File: src/rtl/core/slacm_ram.sv
// ----------------------------------------------------------------------------
// slacm_ram
// Generic simple dual-port RAM: one write port, one read port, registered
// read data that holds while no read is issued.
// ----------------------------------------------------------------------------
module slacm_ram #(
	parameter int WIDTH = 8,
	parameter int DEPTH = 16
) (
	input  logic                                   clk,
	input  logic                                   we,
	input  logic [(DEPTH > 1 ? $clog2(DEPTH) : 1)-1:0] waddr,
	input  logic [WIDTH-1:0]                       wdata,
	input  logic                                   re,
	input  logic [(DEPTH > 1 ? $clog2(DEPTH) : 1)-1:0] raddr,
	output logic [WIDTH-1:0]                       rdata
);

	logic [WIDTH-1:0] mem_q [DEPTH];
	logic [WIDTH-1:0] rdata_q;

	always_ff @(posedge clk) begin
		if (we) begin
			mem_q[waddr] <= wdata;
		end
		if (re) begin
			rdata_q <= mem_q[raddr];
		end
	end

	assign rdata = rdata_q;

endmodule

File: config.mk
export PLATFORM = sky130hd
export DESIGN_NAME = slacm_ram
export DESIGN_NICKNAME = d
export VERILOG_FILES = /design/src/rtl/core/slacm_ram.sv
export SDC_FILE = /design/constraint.sdc
export NUM_CORES = 1
export LEC_CHECK = 0
export BUFFER_PORTS_ARGS = -buffer_cell sky130_fd_sc_hd__buf_2
export CAP_MARGIN = 20
export CORE_MARGIN = 4
export CORE_UTILIZATION = 56
export DETAILED_ROUTE_END_ITERATION = 8
export PLACE_DENSITY = 0.74
export SLEW_MARGIN = 20
export SYNTH_ARGS = -nofsm -noshare
export SYNTH_HDL_FRONTEND = slang
export SYNTH_SLANG_ARGS = --single-unit
File: constraint.sdc
create_clock -name clk -period 2.4 [get_ports clk]
set_input_delay 0.48 -clock clk [delete_from_list [all_inputs] [get_ports clk]]
set_output_delay 0.48 -clock clk [all_outputs]
set_load 0.02 [all_outputs]
Word level (Yosys, flattened, before mapping)
Memory sizes are Yosys's and may differ from the RTL's. A register that Yosys moved wholly into a read port is not among the register bits.
Cells that the tools add are included.
W data, S select, Z words.
- bits in registers: 0
- bits in writable memories: 128
- bits of input ports: 19
- output and inout port bits: 8
- word-level logic and storage cells: 3
- memories kept: 1
- muxes and demuxes: 2
- memories (name ; depth ; bits a word ; read ports ; clocked after Yosys merged registers in ; write ports ; line ; text):
    mem_q ; 16 ; 8 ; 1 ; 1 ; 1 ; 19 ; logic [WIDTH-1:0] mem_q [DEPTH];
- operator list (cell ; number):
    $mux W1 ; 2

Logic depth before layout (Yosys ltp)
Gate-level depths: netlist (run 1).
- depth after elaboration: 2
- mapped depth: 5
- depth with buffers taken out: 3

Worst setup path before layout (run 1)
No wires, ideal clock.
- path kind: input -> register
- from: input waddr[2] (netlist bit)
- to: memory mem_q[0][0], enable pin
- setup time: 0.383 ns
- arrival: 1.590 ns
- required time: 2.017 ns
- path slack: 0.427 ns
- cell stages on the path: 2
- path buffers: 0
- cells stage by stage: or3b_2 > nor3_1
- RTL lines (element ; line ; text):
    from (decl) ; 12 ; input logic [(DEPTH > 1 ? $clog2(DEPTH) : 1)-1:0] waddr,
    to (decl) ; 19 ;
Straight into the memory's write port.

Final worst setup path (run 1)
- from: register rdata_q[3], in the netlist rdata[3], read port of mem_q
- to: output rdata[3]
- RTL lines (element ; line ; text):
    from (decl) ; 20 ; logic [WIDTH-1:0] rdata_q;
    to (decl) ; 16 ; output logic [WIDTH-1:0] rdata
No word-level cell between the ends.

==> results of run 1 <==
## through the flow
stage | utilization | setup slack (ns) | area (sq um)
after floorplan | - | 0.4271 | 5228
after global placement | 0.6278 | 0.3675 | 5582
after detailed placement | 0.6278 | 0.3301 | 5582
after CTS | 0.6879 | 0.7943 | 6116
after global routing | 0.6879 | 0.7782 | 6116
final | 0.6879 | 0.8208 | 6116
## per-layer routing
layer,track usage,share of wire,vias up
li1,-,-,1092
met1,0.2760,0.43,1306
met2,0.2915,0.49,93
met3,0.05549,0.057,14
met4,0.08435,0.018,0
met5,0,0,-
## power by group through the flow
stage / sequential [uW] / combinational, uW / clock [uW]
global route: 2690 / 280 / 2470
finish: 2690 / 258 / 2330
global placement: 2740 / 252 / 0
floorplan: 2750 / 135 / 0
detailed placement: 2740 / 259 / 0
CTS: 2690 / 262 / 2370
## cell type report
type | instances | area share
Clock inverter | 12 | 0.01780
Clock buffer | 20 | 0.06956
Timing Repair Buffer | 46 | 0.04992
Tap cell | 108 | 0.02209
Sequential cell | 136 | 0.6678
Multi-Input combinational cell | 83 | 0.1729
## flip-flops by register name (all words and copies together), names as in the netlist
signal  count
rdata       8
mem_q     128
## placed cells by master, fill, tap and decap left out, types with 3 or more instances in the layout
master     instances
clkinv_2           6
clkbuf_16         16
clkbuf_1           3
buf_4             18
nand2_1            9
nor2_1            13
a22oi_1           16
mux4_2            18
edfxtp_1         136
nor3_1             4
buf_2             26
clkinv_1           3
mux4_1            14
## cell families after synthesis
family	Yosys count	synth area share
compound gates	16	0.02298
simple gates	35	0.03136
mux	32	0.1479
flops	136	0.7812
buf+inv	10	0.01651
## worst max path at each step
| stage | end | slack, ns | cells past startpoint |
|---|---|---|---|
| final | rdata[3] | 0.82 | 1 |
| after global placement | rdata[6]$_DFFE_PP_ | 0.37 | 5 |
| after CTS | rdata[6] | 0.79 | 1 |
| after detailed placement | rdata[7]$_DFFE_PP_ | 0.33 | 5 |
| after global routing | rdata[3] | 0.78 | 1 |
| after floorplan | mem_q[0][0]$_DFFE_PP_ | 0.43 | 2 |
==> results.yml, run 1 <==
logic_synthesis:
  ys.warnings.count: 0
  synth_top_area_share: 0.7812
  synth_area_leader_cell: "edfxtp_1"
  asyncSetResetFlopFracSynth: 0
  commonest_register_cell_after_synthesis: "edfxtp_1"
  synth_sequential_area_ratio: 0.7812
  synth_enable_flop_cells: 136
  synthTopCellsByArea: "edfxtp_1 78%, mux4_2 7.8%, mux4_1 7.0%"
  synthMostInstantiatedCell: "edfxtp_1"
  syn_inst: 229
  post_synth_instance_area_sq_mm: 0.005228
  syn_avg_cell_area_sq_um: 22.83
  synthTopCellsByCount: "136 x edfxtp_1, 18 x mux4_2, 16 x a22oi_1"
  synth.net_count: 248
  ys_ff_latch: 136
  synth_cell_type_count: 18
cells_and_area:
  syn_to_final_growth_pct: 16.99
  final-seq-area_sq_mm: 0.004084
  fillerInstances: 539
  post_route_cells_drive_above_1_share: 0.3064
  stdcell_count: 405
  nets: 303
  inserted_diodes: 0
  multi_input_area_sq_mm: 0.001057
detailed_routing:
  routed-via-count: 2505
  initialDrtViolationCount: 175
  vias_per_cell: 6.185
  antenna_violating_nets_post_route: 0
  drc: 0
  routedWlPerCell_um: 24.23
  postRouteWirelength_mm: 9.812
  drt_first_pass_iters: 4
placement:
  placement.io_buffers: 26
  dp.final_hpwl_mm: 6.252
  dpl.cell_count: 373
  finalWeightedCongestion: 0.7407
critical_path:
  crit_path_start_kind: "flip-flop"
  path_max_fanout: 1
  cp_data_arrival_time_ns: 1.10
  cp_num_buf_inv: 1
  timing.critical_path.slowest_stage_cell: "edfxtp_1"
  worst-endpoint-required_ns: 1.92
  crit_path_max_incr_delay_ns: 0.40
  worst-r2r-setup-slack_ns: 0.88
  worstSetupPathType: "reg -> out"
  endpoint_kind: "output port"
  reg2reg_depth: 3
  critPathTopFamily: "flip-flops"
  regToRegStartpoint: "mem_q[11][7]$_DFFE_PP_"
  timing.critical_path.cells: "buf_2"
  setup.worst_path.start: "rdata[3]$_DFFE_PP_"
  crit-reg2reg-capture: "rdata[7]$_DFFE_PP_"
timing:
  timing.final.hold_violations: 0
  finalCritPeriodShare: 0.6580
  count_of_pins_over_their_slew_limit: 0
  fin_skew_ns: 0.006011
  grt_setup_unrepaired: "no"
  finalSetupTns_ns: 0
  timing.slew.headroom: 0.5685
  holdWs_ns: 0.3356
  max_freq_ghz: 0.6332
  report.final.setup_viol: 0
  worst_pin_slew_ns: 0.6459
  period_needed_ns: 1.579
clock_tree:
  tritoncts_clock_tree: "done"
  clock_tree.root_cell: "clkbuf_8"
  path_clk_slew_ns: 0.05
  clkLatencyLatePin_ns: 0.51
  tritoncts_buffer_count: 17
  postCtsSetupRepairBufs: 0
  cts_buffer_depth: 2
  cts.hold.buffers_added: 0
  htree_num_levels: 4
  numClockSinks: 136
  post_cts_resize_count: 0
global_routing:
  overflow_left_after_global_routing: 0
  gr-usage-all-layers: 0.1956
  first_global_vias: 2574
  antenna_violations_before_repair: 0
  largest_net_degree_at_the_start_of_global_routing: 22
  grt_first_pass_wirelength_mm: 15.32
die:
  initial_core_util: 0.5880
  die-area_sq_mm: 0.01094
  top_level_ports: 27
  die-width_um: 104.6
  core_area_sq_mm: 0.008891
  die_height_um: 104.6
  floorplan.rows: 34
power:
  clock_share_of_power: 0.442
  power_per_standard_cell_area_mw_per_mm2: 863.7
  p_sw_frac: 0.1983
  power.combinational.fraction: 0.049
  power.total_uw: 5282
  peak_supply_drop_mv: 0.5951
  internal_power_uw: 4235
  static-leakage-power_uw: 0.002089
  netSwitchingPower_uw: 1047
  power_frac_seq: 0.510
hold_path:
  hp-start: "re"
  worst_hold_path.num_cells: 1
  holdCritPathClass: "in -> reg"
  worst_hold_path.endpoint: "rdata[2]$_DFFE_PP_"
flow_run:
  max_cap_violations: 0
outcome:
  outcome: "completed"
No activity file was read; power rests on OpenSTA's default activity.
==> run 2: changes to the inputs <==
ABC_AREA = 1   (was not set)
clock period = 1.63 ns   (was 2.4 ns; I/O delays follow)
==> results.yml, run 2 <==
timing:
  holdWs_ns: 0.1713
  max_freq_ghz: 0.6918
  grt_setup_unrepaired: "no"
  report.final.setup_viol: 0
  timing.final.hold_violations: 0
  finalSetupTns_ns: 0
  count_of_pins_over_their_slew_limit: 0
  fin_ws_ns: 0.1845
  worst_pin_slew_ns: 0.5919
  period_needed_ns: 1.446
  finalCritPeriodShare: 0.8868
  timing.slew.headroom: 0.6048
  fin_skew_ns: 0.005787
detailed_routing:
  routed-via-count: 3866
  initialDrtViolationCount: 396
  drt_first_pass_iters: 5
  antenna_violating_nets_post_route: 0
  postRouteWirelength_mm: 13.07
  routedWlPerCell_um: 17.52
  vias_per_cell: 5.182
  drc: 0
logic_synthesis:
  asyncSetResetFlopFracSynth: 0
  synth_cell_type_count: 11
  synth_top_area_share: 0.6985
  ys_ff_latch: 136
  synth_area_leader_cell: "edfxtp_1"
  synthTopCellsByArea: "edfxtp_1 70%, nand2_1 11%, nand3_1 8.3%"
  synth_sequential_area_ratio: 0.6985
  post_synth_instance_area_sq_mm: 0.005847
  synthTopCellsByCount: "173 x nand2_1, 136 x edfxtp_1, 100 x inv_1"
  synthMostInstantiatedCell: "nand2_1"
  syn_avg_cell_area_sq_um: 10.61
  synth_enable_flop_cells: 136
  commonest_register_cell_after_synthesis: "edfxtp_1"
  syn_inst: 551
  synth.net_count: 570
  ys.warnings.count: 0
critical_path:
  timing.critical_path.slowest_stage_cell: "edfxtp_1"
  timing.critical_path.cells: "buf_2"
  crit_path_start_kind: "flip-flop"
  path_max_fanout: 1
  worst-endpoint-required_ns: 1.30
  critPathTopFamily: "flip-flops"
  cp_data_arrival_time_ns: 1.12
  cp_num_buf_inv: 1
  endpoint_kind: "output port"
  worstSetupPathType: "reg -> out"
  crit_path_max_incr_delay_ns: 0.42
global_routing:
  gr-usage-all-layers: 0.2324
  antenna_violations_before_repair: 0
  grt_first_pass_wirelength_mm: 20.17
  largest_net_degree_at_the_start_of_global_routing: 44
  overflow_left_after_global_routing: 0
  first_global_vias: 3707
clock_tree:
  htree_num_levels: 4
  tritoncts_clock_tree: "done"
  clock_tree.root_cell: "clkbuf_8"
  path_clk_slew_ns: 0.06
  postCtsSetupRepairBufs: 0
  tritoncts_buffer_count: 17
  cts_buffer_depth: 2
  clkLatencyLatePin_ns: 0.52
  numClockSinks: 136
  post_cts_resize_count: 0
  cts.hold.buffers_added: 0
cells_and_area:
  flip_flop_count_of_the_largest_register_all_copies_and_words_added: 128
  fillerInstances: 771
  mostFrequentLayoutCell: "nand2_1"
  layout_common_cells: "173 x nand2_1, 136 x edfxtp_1, 100 x inv_1"
  largest_register: "mem_q"
  nets: 616
  post_route_cells_drive_above_1_share: 0.1279
  stdcell_count: 746
  syn_to_final_growth_pct: 14.83
  inserted_diodes: 0
  total_non_filler_cell_area_in_the_finished_layout_sq_mm: 0.006714
placement:
  placement.io_buffers: 26
  placed_cell_area_sq_mm: 0.006206
  dpl.cell_count: 714
  dpl_worst_slack_ns: 0.09194
  finalWeightedCongestion: 0.8250
  dp.final_hpwl_mm: 7.943
power:
  power_frac_seq: 0.512
  internal_power_uw: 6055
  netSwitchingPower_uw: 1686
  static-leakage-power_uw: 0.002927
  power.combinational.fraction: 0.065
  p_sw_frac: 0.2178
  clock_share_of_power: 0.423
  peak_supply_drop_mv: 0.6490
  power_per_standard_cell_area_mw_per_mm2: 1153
die:
  initial_core_util: 0.5715
  die_height_um: 110.2
  die-area_sq_mm: 0.01214
  floorplan.rows: 37
  core_area_sq_mm: 0.01023
  top_level_ports: 27
  die-width_um: 110.2
hold_path:
  holdCritPathClass: "in -> reg"
flow_run:
  max_cap_violations: 0
outcome:
  outcome: "completed"
==> run 2: cell count changes after synthesis, sizes merged <==
cell | previous run | this run
inv | 0 | 102
nor2b | 1 | 0
nor3 | 4 | 0
mux4 | 32 | 0
nand2b | 2 | 0
nand3 | 1 | 97
and2b | 1 | 0
clkdlybuf4s25 | 3 | 0
a22oi | 16 | 0
and2 | 1 | 0
nor2 | 13 | 17
or3b | 1 | 0
buf | 7 | 24
nand2 | 9 | 173
==> run 2: metal layers <==
| layer | vias up | GRT usage | part of all wire |
|---|---|---|---|
| met5 | - | 0 | 0 |
| met4 | 0 | 0.09763 | 0.028 |
| met3 | 27 | 0.06174 | 0.089 |
| met2 | 167 | 0.3466 | 0.46 |
| met1 | 1803 | 0.3259 | 0.42 |
| li1 | 1869 | - | - |
==> run 2: path summary, 6_finish.rpt <==
check	from	endpoint	cells past startpoint	slack, ns
setup / recovery	rdata[3]$_DFFE_PP_	rdata[3]	1	0.18
hold / removal	re	rdata[7]$_DFFE_PP_	1	0.17
setup reg to reg	mem_q[12][5]$_DFFE_PP_	rdata[5]$_DFFE_PP_	6	0.47
hold reg to reg	mem_q[14][4]$_DFFE_PP_	rdata[4]$_DFFE_PP_	6	0.75
==> run 2: area by class of cell <==
cell class	count	area (sq um)	area share
clock buffers	18	417.9	0.06224
clock inverters	14	90.09	0.01342
inverters	102	382.9	0.05703
multi-input cells	289	1214	0.1808
flip-flops and latches	136	4084	0.6083
well taps	136	170.2	0.02534
repair buffers	51	355.3	0.05293
==> run 2: through the flow <==
| step | power, uW | utilization |
|---|---|---|
| 3_3_place_gp | 4524 | 0.6066 |
| 4_1_cts | 7779 | 0.6562 |
| 3_5_place_dp | 4534 | 0.6066 |
| 2_1_floorplan | 4329 | - |
| 5_1_grt | 8019 | 0.6562 |
| 6_report | 7741 | 0.6562 |
==> run 2: power by group through the flow <==
stage / clock network [uW] / registers [uW] / logic [uW]
4_1_cts: 3310 / 3960 / 504
2_1_floorplan: 0 / 4050 / 276
3_3_place_gp: 0 / 4030 / 490
6_report: 3270 / 3960 / 503
5_1_grt: 3490 / 3970 / 557
3_5_place_dp: 0 / 4040 / 499
==> run 2: logic make-up (layout without fill, tap and decap cells) <==
family | count (synthesis) | after routing | synth area share
AND/OR/NAND/NOR | 289 | 289 | 0.2076
flip-flops | 136 | 136 | 0.6985
buffers and inverters | 126 | 185 | 0.09394
